### src/sv/rgbhsv_pkg.sv
// Shared constants, types and the divider step function for the RGB to HSV converter.
`default_nettype none
package rgbhsv_pkg;

	localparam int unsigned CH_W       = 8;
	localparam int unsigned HUE_W      = 9;
	localparam int unsigned PCT_W      = 7;
	localparam int unsigned QUO_W      = 9;
	localparam int unsigned REM_W      = 17;
	localparam int unsigned DIV_STAGES = QUO_W;

	localparam logic [REM_W-1:0] SECTOR_SPAN  = 17'd60;
	localparam logic [REM_W-1:0] GREEN_OFFSET = 17'd120;
	localparam logic [REM_W-1:0] BLUE_OFFSET  = 17'd240;
	localparam logic [REM_W-1:0] CIRCLE_NUM   = 17'd360;
	localparam logic [REM_W-1:0] PERCENT_FULL = 17'd100;
	localparam logic [HUE_W-1:0] FULL_CIRCLE  = 9'd360;
	localparam logic [HUE_W-1:0] HUE_MAX      = 9'd359;
	localparam logic [PCT_W-1:0] PCT_MAX      = 7'd100;

	// Brightness is (100 * max + 127) / 255, done as a multiplication by the
	// reciprocal ceil(2^24 / 255) = 65794 and a shift by 24. Both the percent
	// scale and the rounding bias are folded into the constants.
	localparam logic [31:0]      VAL_MUL      = 32'd6579400;
	localparam logic [31:0]      VAL_BIAS     = 32'd8355838;
	localparam int unsigned      VAL_SHIFT    = 24;

	// Sector of the largest component.
	localparam logic [1:0] SEC_RED_LO = 2'd0;
	localparam logic [1:0] SEC_RED_HI = 2'd1;
	localparam logic [1:0] SEC_GREEN  = 2'd2;
	localparam logic [1:0] SEC_BLUE   = 2'd3;

	typedef struct packed {
		logic [REM_W-1:0] rem;
		logic [CH_W-1:0]  den;
		logic [QUO_W-1:0] quo;
	} div_lane_t;

	typedef struct packed {
		div_lane_t hue;
		div_lane_t sat;
	} div_word_t;

	// One restoring division step: tries the divisor shifted to quotient bit sh.
	function automatic div_lane_t div_step(div_lane_t a, int unsigned sh);
		logic [REM_W+QUO_W-1:0] trial;
		div_lane_t o;
		trial = {{(REM_W+QUO_W-CH_W){1'b0}}, a.den} << sh;
		o = a;
		if ({{QUO_W{1'b0}}, a.rem} >= trial) begin
			o.rem = a.rem - trial[REM_W-1:0];
			o.quo = a.quo | (QUO_W'(1) << sh);
		end
		return o;
	endfunction

endpackage
`default_nettype wire

### src/sv/rgbhsv_ifs.sv
// Stream interfaces for RGB pixel words and HSV result words.
`default_nettype none
interface rgbhsv_rgb_if;
	import rgbhsv_pkg::*;
	logic            valid;
	logic            ready;
	logic [CH_W-1:0] red;
	logic [CH_W-1:0] green;
	logic [CH_W-1:0] blue;
	modport source (output valid, red, green, blue, input ready);
	modport sink (input valid, red, green, blue, output ready);
endinterface

interface rgbhsv_hsv_if;
	import rgbhsv_pkg::*;
	logic             valid;
	logic             ready;
	logic [HUE_W-1:0] hue;
	logic [PCT_W-1:0] saturation;
	logic [PCT_W-1:0] brightness;
	modport source (output valid, hue, saturation, brightness, input ready);
	modport sink (input valid, hue, saturation, brightness, output ready);
endinterface
`default_nettype wire

### src/sv/rgb_to_hsv_pixel_top.sv
// Pipelined RGB to HSV pixel converter, top level.
//
// The pix channel takes one RGB word of 8-bit channels per handshake (valid and ready high at
// a rising edge of clk). The hsv channel gives one word for each pixel, in order:
// hue in whole degrees 0 to 359, saturation and brightness in whole percent.
// Every rounding is half away from zero and exact.
// The pipeline has twelve register stages: the extremes and sector are found in
// stage one, the numerators and the brightness are formed in stage two (the
// brightness by a reciprocal multiplication), nine stages of a restoring divider
// each resolve one quotient bit for the hue and saturation quotients at once, and
// the last stage wraps the hue and holds the result word.
// Throughput is one pixel per cycle while the receiver does not stall; the divider chain is fully pipelined.
// When the receiver stalls, the whole pipeline holds and pix.ready drops in the
// same cycle, so no word is lost or repeated; ready returns as soon as the held
// result word is taken.
// Reset (arst_n low) clears all valid bits at once; data registers keep no reset.
`default_nettype none
module rgb_to_hsv_pixel_top (
	input  wire         clk,
	input  wire         arst_n,
	rgbhsv_rgb_if.sink  pix,
	rgbhsv_hsv_if.source hsv
);
	import rgbhsv_pkg::*;

	logic adv;
	logic out_v_q;

	// Stage one: extremes, spread and sector.
	logic             v_s1;
	logic [CH_W-1:0]  r_s1, g_s1, b_s1, mx_s1, delta_s1;
	logic [1:0]       sec_s1;

	// Stage two and the divider chain. Index 0 is stage two.
	logic      div_v_s [0:DIV_STAGES];
	div_word_t div_s   [0:DIV_STAGES];
	// Brightness travels beside the divider, already final.
	logic [PCT_W-1:0] val_s [0:DIV_STAGES];

	logic [HUE_W-1:0] hue_q;
	logic [PCT_W-1:0] sat_q, val_q;

	// The pipeline moves whenever the output register is empty or being taken.
	assign adv       = !out_v_q || hsv.ready;
	assign pix.ready = adv;

	logic [CH_W-1:0] mx_c, mn_c;
	logic [1:0]      sec_c;

	always_comb begin
		mx_c = pix.red;
		mn_c = pix.red;
		if (pix.green > mx_c) mx_c = pix.green;
		if (pix.blue > mx_c) mx_c = pix.blue;
		if (pix.green < mn_c) mn_c = pix.green;
		if (pix.blue < mn_c) mn_c = pix.blue;
		// Red wins ties, then green.
		if (pix.red >= pix.green && pix.red >= pix.blue) begin
			sec_c = (pix.blue <= pix.green) ? SEC_RED_LO : SEC_RED_HI;
		end else if (pix.green >= pix.blue) begin
			sec_c = SEC_GREEN;
		end else begin
			sec_c = SEC_BLUE;
		end
	end

	always_ff @(posedge clk or negedge arst_n) begin
		if (!arst_n) begin
			v_s1 <= 1'b0;
		end else if (adv) begin
			v_s1 <= pix.valid;
		end
	end

	always_ff @(posedge clk) begin
		if (adv) begin
			r_s1     <= pix.red;
			g_s1     <= pix.green;
			b_s1     <= pix.blue;
			mx_s1    <= mx_c;
			delta_s1 <= mx_c - mn_c;
			sec_s1   <= sec_c;
		end
	end

	// Numerators are pre-biased by half the divisor so a floor division rounds.
	logic [REM_W-1:0] d17, r17, g17, b17, mx17, hue_num;
	logic [31:0]      val_prod;
	logic [PCT_W-1:0] val_c;
	div_word_t        front_c;

	always_comb begin
		d17  = {{(REM_W-CH_W){1'b0}}, delta_s1};
		r17  = {{(REM_W-CH_W){1'b0}}, r_s1};
		g17  = {{(REM_W-CH_W){1'b0}}, g_s1};
		b17  = {{(REM_W-CH_W){1'b0}}, b_s1};
		mx17 = {{(REM_W-CH_W){1'b0}}, mx_s1};
		case (sec_s1)
			SEC_RED_LO: hue_num = SECTOR_SPAN * (g17 - b17);
			SEC_RED_HI: hue_num = CIRCLE_NUM * d17 - SECTOR_SPAN * (b17 - g17);
			SEC_GREEN:  hue_num = GREEN_OFFSET * d17 + SECTOR_SPAN * b17 - SECTOR_SPAN * r17;
			SEC_BLUE:   hue_num = BLUE_OFFSET * d17 + SECTOR_SPAN * r17 - SECTOR_SPAN * g17;
			default:    hue_num = '0;
		endcase

		front_c.hue.quo = '0;
		front_c.sat.quo = '0;
		// A grey pixel has no hue; divide zero by one instead.
		if (delta_s1 == '0) begin
			front_c.hue.rem = '0;
			front_c.hue.den = CH_W'(1);
		end else begin
			front_c.hue.rem = hue_num + (d17 >> 1);
			front_c.hue.den = delta_s1;
		end
		// A black pixel has no saturation.
		if (mx_s1 == '0) begin
			front_c.sat.rem = '0;
			front_c.sat.den = CH_W'(1);
		end else begin
			front_c.sat.rem = PERCENT_FULL * d17 + (mx17 >> 1);
			front_c.sat.den = mx_s1;
		end

		// The reciprocal error stays far below one step of 1/255 over the
		// whole input range, so the shifted product is the exact quotient.
		val_prod = {{(32-CH_W){1'b0}}, mx_s1} * VAL_MUL + VAL_BIAS;
		val_c    = val_prod[VAL_SHIFT +: PCT_W];
	end

	always_ff @(posedge clk or negedge arst_n) begin
		if (!arst_n) begin
			div_v_s[0] <= 1'b0;
		end else if (adv) begin
			div_v_s[0] <= v_s1;
		end
	end

	always_ff @(posedge clk) begin
		if (adv) begin
			div_s[0] <= front_c;
			val_s[0] <= val_c;
		end
	end

	// Each divider stage resolves one quotient bit, most significant first.
	for (genvar k = 1; k <= DIV_STAGES; k++) begin : g_div
		always_ff @(posedge clk or negedge arst_n) begin
			if (!arst_n) begin
				div_v_s[k] <= 1'b0;
			end else if (adv) begin
				div_v_s[k] <= div_v_s[k-1];
			end
		end

		always_ff @(posedge clk) begin
			if (adv) begin
				div_s[k].hue <= div_step(div_s[k-1].hue, QUO_W - k);
				div_s[k].sat <= div_step(div_s[k-1].sat, QUO_W - k);
				val_s[k]     <= val_s[k-1];
			end
		end
	end

	// A hue that rounds up to a full circle wraps to zero.
	logic [HUE_W-1:0] hue_c;

	always_comb begin
		hue_c = div_s[DIV_STAGES].hue.quo;
		if (hue_c >= FULL_CIRCLE) hue_c = hue_c - FULL_CIRCLE;
	end

	always_ff @(posedge clk or negedge arst_n) begin
		if (!arst_n) begin
			out_v_q <= 1'b0;
		end else if (adv) begin
			out_v_q <= div_v_s[DIV_STAGES];
		end
	end

	always_ff @(posedge clk) begin
		if (adv) begin
			hue_q <= hue_c;
			sat_q <= div_s[DIV_STAGES].sat.quo[PCT_W-1:0];
			val_q <= val_s[DIV_STAGES];
		end
	end

	assign hsv.valid      = out_v_q;
	assign hsv.hue        = hue_q;
	assign hsv.saturation = sat_q;
	assign hsv.brightness = val_q;

endmodule
`default_nettype wire

### src/flat_wrapper.sv
// flat-port wrapper written by rule: the top's interface ports become plain ports
module rgb_to_hsv_pixel_top_flat import rgbhsv_pkg::*;
  (clk, arst_n, pix_valid, pix_red, pix_green, pix_blue, pix_ready, hsv_valid, hsv_hue, hsv_saturation, hsv_brightness, hsv_ready);
  rgbhsv_rgb_if pix_i ();
  rgbhsv_hsv_if hsv_i ();
  input  wire clk;
  input  wire arst_n;
  input wire logic [$bits(pix_i.valid)-1:0] pix_valid;
  input wire logic [$bits(pix_i.red)-1:0] pix_red;
  input wire logic [$bits(pix_i.green)-1:0] pix_green;
  input wire logic [$bits(pix_i.blue)-1:0] pix_blue;
  output wire logic [$bits(pix_i.ready)-1:0] pix_ready;
  output wire logic [$bits(hsv_i.valid)-1:0] hsv_valid;
  output wire logic [$bits(hsv_i.hue)-1:0] hsv_hue;
  output wire logic [$bits(hsv_i.saturation)-1:0] hsv_saturation;
  output wire logic [$bits(hsv_i.brightness)-1:0] hsv_brightness;
  input wire logic [$bits(hsv_i.ready)-1:0] hsv_ready;
  assign pix_i.valid = pix_valid;
  assign pix_i.red = pix_red;
  assign pix_i.green = pix_green;
  assign pix_i.blue = pix_blue;
  assign pix_ready = pix_i.ready;
  assign hsv_valid = hsv_i.valid;
  assign hsv_hue = hsv_i.hue;
  assign hsv_saturation = hsv_i.saturation;
  assign hsv_brightness = hsv_i.brightness;
  assign hsv_i.ready = hsv_ready;
  rgb_to_hsv_pixel_top u_core (.clk(clk), .arst_n(arst_n), .pix(pix_i), .hsv(hsv_i));
endmodule
### config.mk
export PLATFORM = sky130hd
export DESIGN_NAME = rgb_to_hsv_pixel_top_flat
export DESIGN_NICKNAME = d
export VERILOG_FILES = /design/src/sv/rgbhsv_pkg.sv /design/src/sv/rgbhsv_ifs.sv /design/src/sv/rgb_to_hsv_pixel_top.sv /design/src/flat_wrapper.sv
export SDC_FILE = /design/constraint.sdc
export NUM_CORES = 2
export LEC_CHECK = 0
export BUFFER_PORTS_ARGS = -buffer_cell sky130_fd_sc_hd__buf_4
export CORE_ASPECT_RATIO = 0.7
export CORE_MARGIN = 3
export CORE_UTILIZATION = 50
export CTS_CLUSTER_DIAMETER = 200
export DETAILED_ROUTE_END_ITERATION = 16
export PLACE_DENSITY = 0.66
export SLEW_MARGIN = 25
export SYNTH_ARGS = -nofsm -noshare
export SYNTH_HDL_FRONTEND = slang
export SYNTH_SLANG_ARGS = --single-unit
### constraint.sdc
create_clock -name clk -period 56.6 [get_ports clk]
set_input_delay 8.49 -clock clk [delete_from_list [all_inputs] [get_ports clk]]
set_output_delay 8.49 -clock clk [all_outputs]
set_load 0.005 [all_outputs]
# [Yosys cells after proc, flatten, opt, wreduce, memory -nomap -nowiden]
# Memory sizes are Yosys's and may differ from the RTL's. A register that Yosys moved wholly into a read port is not among the register bits.
# Index checks and enable logic that the tools add are counted.
[op_classes] n_mux=85 eq_ne=3 order_cmp=27 reduce_logical=6 add_sub_neg=30 mul=10
[ops] op="$mux 17" n=36
[ops] op="$mux 9" n=21
[ops] op="$pmux 17 s4" n=1
[ops] op="$sub 17x14->17" n=4
[ops] op="$mul 4x8->12 const A" n=5
[ops] op="$mux 25" n=2
[ops] op="$mux 8" n=6
[ops] op="$ge 17x10->1" n=2
[ops] op="$ge 17x11->1" n=2
[ops] op="$ge 17x12->1" n=2
[ops] op="$ge 17x13->1" n=2
[ops] op="$ge 17x14->1" n=2
[ops] op="$ge 17x15->1" n=2
[ops] op="$ge 17x16->1" n=2
[ops] op="$ge 17x8->1" n=2
[ops] op="$ge 17x9->1" n=2
[ops] op="$mul 4x17->15 const A" n=2
[ops] op="$sub 17x10->17" n=2
[ops] op="$sub 17x11->17" n=2
[ops] op="$sub 17x12->17" n=2
[ops] op="$sub 17x13->17" n=2
[ops] op="$sub 17x15->17" n=2
[ops] op="$sub 17x16->17" n=2
[ops] op="$sub 17x8->17" n=2
[ops] op="other kinds (32)" n=52
[totals] memories=2 mem_bits_rw=750 in_bits=28 out_inout_bits=25 ff_bits=70
[memory_table] name="u_core.div_s" depth=10 width=68 rd=10 rd_clocked_by_memory_dff=0 wr=10 line_no="rgb_to_hsv_pixel_top.sv:36" source="div_word_t div_s [0:DIV_STAGES];"
[memory_table] name="u_core.val_s" depth=10 width=7 rd=10 rd_clocked_by_memory_dff=1 wr=10 line_no="rgb_to_hsv_pixel_top.sv:38" source="logic [PCT_W-1:0] val_s [0:DIV_STAGES];"

# [Longest topological paths before layout]
[logic_depth] word_depth=6 depth_mapped=33

# [Worst setup path before layout]
# No wires, ideal clock.
[synth_timing] path_kind="input to output" startpoint="input port hsv_ready" endpoint="output port pix_ready" arrival_ns=25.646 required_time_ns=48.110 slack_ns=22.464 path_stages=2 cell_sequence="nand2b_1 -> buf_1"
[synth_between] elab_chain_len=1
[synth_lines] element="start: declaration" line_no="flat_wrapper.sv:17" source="input wire logic [$bits(hsv_i.ready)-1:0] hsv_ready;"
[synth_lines] element="$logic_or 1x1->1" line_no="rgb_to_hsv_pixel_top.sv:44" source="assign adv = !out_v_q || hsv.ready;"
[synth_lines] element="end: declaration" line_no="flat_wrapper.sv:12" source="output wire logic [$bits(pix_i.ready)-1:0] pix_ready;"
# No other way between the ends.

# [Worst setup path after layout]
# Ends and elaborated chain as after synthesis.

==> metrics <==
critical path's top delay family=buffers and inverters; first-pass GRT wire length=138000 um; I/O pins=53; IO Port Bufs=52; Area after DPL=44200 um2; post-route design area=46300 um2; later-pin clock latency in the skew report=0.66 ns; most used cell, CP=buf_4; Slew @ Worst Pin=1.10 ns; # fillers=7047; status=finished, final reports clean; asr flop ratio synth=1.89%; die height=250 um; number of buffers and inverters on the critical path=2; syn_nets=4430; post-synthesis cell type count=98; Worst setup EP type=output port; fmax=55.9 MHz; grt total ovfl=0; Arr. time, crit path=9.39 ns; die area=88700 um2; peak fanout along the critical path=37; Setup crit end=pix_ready; layout cell share with drive strength beyond 1=6.06%; CTS clk-pin slew, worst paths=0.06 ns; CTS Hold Buffers Added=0; reg2reg path depth=30; register area share after synthesis=44.7%; Levels on crit path=3; Main synth FF type=edfxtp_1; Post-DRT Antenna Nets=0; Core Region=83300 um2; Vias/cell=5.37; RSZ-0062 raised after global routing=no; # clock sinks=635; CTS tree=yes; largest net degree at the start of global routing=161; R2R Path End=u_core.div_s[0][67]; final-report hold violation count=0; Root Buffer=clkbuf_16; Post-CTS Setup Inserts=0; Resize count post-CTS=0; P&R area growth vs syn=8.70%; Cell Chain, Critical Path=buf_4 -> nand2b_4 -> buf_4; Die W=355 um; post-synth top area share=44.0%; wire length per cell=16.8 um; Starting Density=51.1%; CTS H-Tree Depth=2; Finish-stage setup viols=0; GRT Overall Usage=19.2%; most frequent cell after synthesis=edfxtp_1; Num CTS Buffers=61; HP Class=flip-flop to flip-flop; drt total wl=84600 um; Synth Instances=3782; max cap viols=0; Worst Path Required=48.11 ns; Rel. slew slack=26.5%; Nets=4510; Yosys Warn Count=0; post-synthesis register bit count=635; # DRC=0; period utilisation layout=31.6%; Crit Path Category=input pin to output port; Slowest cell on crit path=nand2b_4; Site Rows=88; worst reg2reg setup slack=48.43 ns; number of diodes=0; utilization after layout=55.5%; DR iter-0 viols=1811; initial antenna violation count=0; Final HPWL DP=66300 um; TNS Setup=0 ns; Post-Syn Area=42600 um2; DR vias=27100; fin crit period=17.88 ns; HP Start=u_core.div_s[3][42]; First-pass DRT Iterations=5; vias in the first global route=26200; Avg Synthesized Cell Area=11.3 um2; Placer Congestion=0.937; count of pins over their slew limit=0; crit path launch=hsv_ready; cell type with the largest total area after synthesis=edfxtp_1; crit-path max cell delay=0.40 ns; Max Clock Skew=0.0581 ns; most frequent cells after synthesis=edfxtp_1 (623), inv_1 (509), ha_1 (471); EDFF count, synth=623; Max clock buf depth=3; synth top area cells=edfxtp_1 (44%), ha_1 (14%), fa_1 (7.0%), inv_1 (4.5%), xnor2_1 (3.8%); Startpoint Class=input pin; Worst R2R Start=u_core.b_s1[0]
worst register-to-register path: cells and delay by family (launching register included):
| kind | cells | cell delay [ns] |
|---|---|---|
| AND/OR/NAND/NOR | 4 | 0.53 |
| buffers and inverters | 4 | 0.73 |
| multiplexers | 1 | 0.21 |
| flip-flops | 1 | 0.51 |
| XOR/XNOR | 3 | 0.94 |
| adder cells (fa/ha/maj) | 6 | 2.31 |
| AO/OA/AOI/OAI | 12 | 2.64 |
registers in the layout, summed over array words and instances (netlist names):
| register | flops |
|---|---|
| u_core.hsv.saturation | 7 |
| u_core.g_s1 | 8 |
| u_core.b_s1 | 8 |
| u_core.v_s1 | 1 |
| u_core.div_v_s | 10 |
| u_core.div_s | 488 |
| u_core.delta_s1 | 8 |
| u_core.mx_s1 | 8 |
| u_core.r_s1 | 8 |
| u_core.val_s | 70 |
| u_core.hsv.valid | 1 |
| u_core.hsv.hue | 9 |
| u_core.sec_s1 | 2 |
| u_core.hsv.brightness | 7 |
cell usage in the layout, fill, tap and decap left out, types with 69 or more instances in the layout:
cell	netlist	final
nand2_1	140	140
inv_1	509	509
fa_1	149	149
a21o_1	116	116
nand2b_1	70	69
xnor2_1	185	185
o21ai_0	166	166
xor2_1	114	114
edfxtp_1	623	623
ha_1	471	471
nor2b_1	73	73
a21oi_1	261	261
nor2_1	252	252
worst min path at each step:
stage,to,cells after the start,slack [ns]
2_1_floorplan,u_core.div_s[1][109],0,0.40
3_3_place_gp,u_core.div_s[4][69],0,0.40
3_5_place_dp,u_core.div_s[2][41],0,0.40
4_1_cts,u_core.div_s[3][110],0,0.37
5_1_grt,u_core.div_s[2][109],0,0.38
6_report,u_core.div_s[3][110],0,0.37
through the flow:
| step | setup slack (ns) | cells | hold WS, ns |
|---|---|---|---|
| finish | 38.72 | 5036 | 0.373 |
| global route | 38.67 | 5036 | 0.380 |
| CTS | 38.70 | 5036 | 0.370 |
| detailed placement | 38.70 | 4924 | 0.405 |
| global placement | 38.71 | 4924 | 0.400 |
| floorplan | 22.46 | 3782 | 0.400 |
cell families after synthesis:
group                    after synthesis  synth area share, %
AO/OA/AOI/OAI                        773                 11.5
AND/OR/NAND/NOR                      837                 10.1
XOR/XNOR                             300                 6.19
adder cells (fa/ha/maj)              620                 20.9
multiplexers                          62                 1.66
flip-flops                           635                 44.7
buffers and inverters                555                 5.01
layer usage:
layer	vias up	GRT usage (%)	wire length, um
li1	13600	-	-
met1	12800	30.2	44000
met2	548	27.1	33600
met3	90	4.10	5630
met4	0	3.88	1420
met5	-	0	0
layout make-up:
type                            instances  area (um2)  area share [%]
Multi-Input combinational cell       2592       21400            46.3
Sequential cell                       635       19000            41.1
Inverter                              509        1910            4.13
Clock buffer                           67        1550            3.35
Tap cell                             1125        1410            3.04
Timing Repair Buffer                   63         489            1.06
Clock inverter                         45         467            1.01
Power is left out: the tool's default activity adds up to more than one toggle a clock period on the data nets, which glitch-free logic cannot reach.
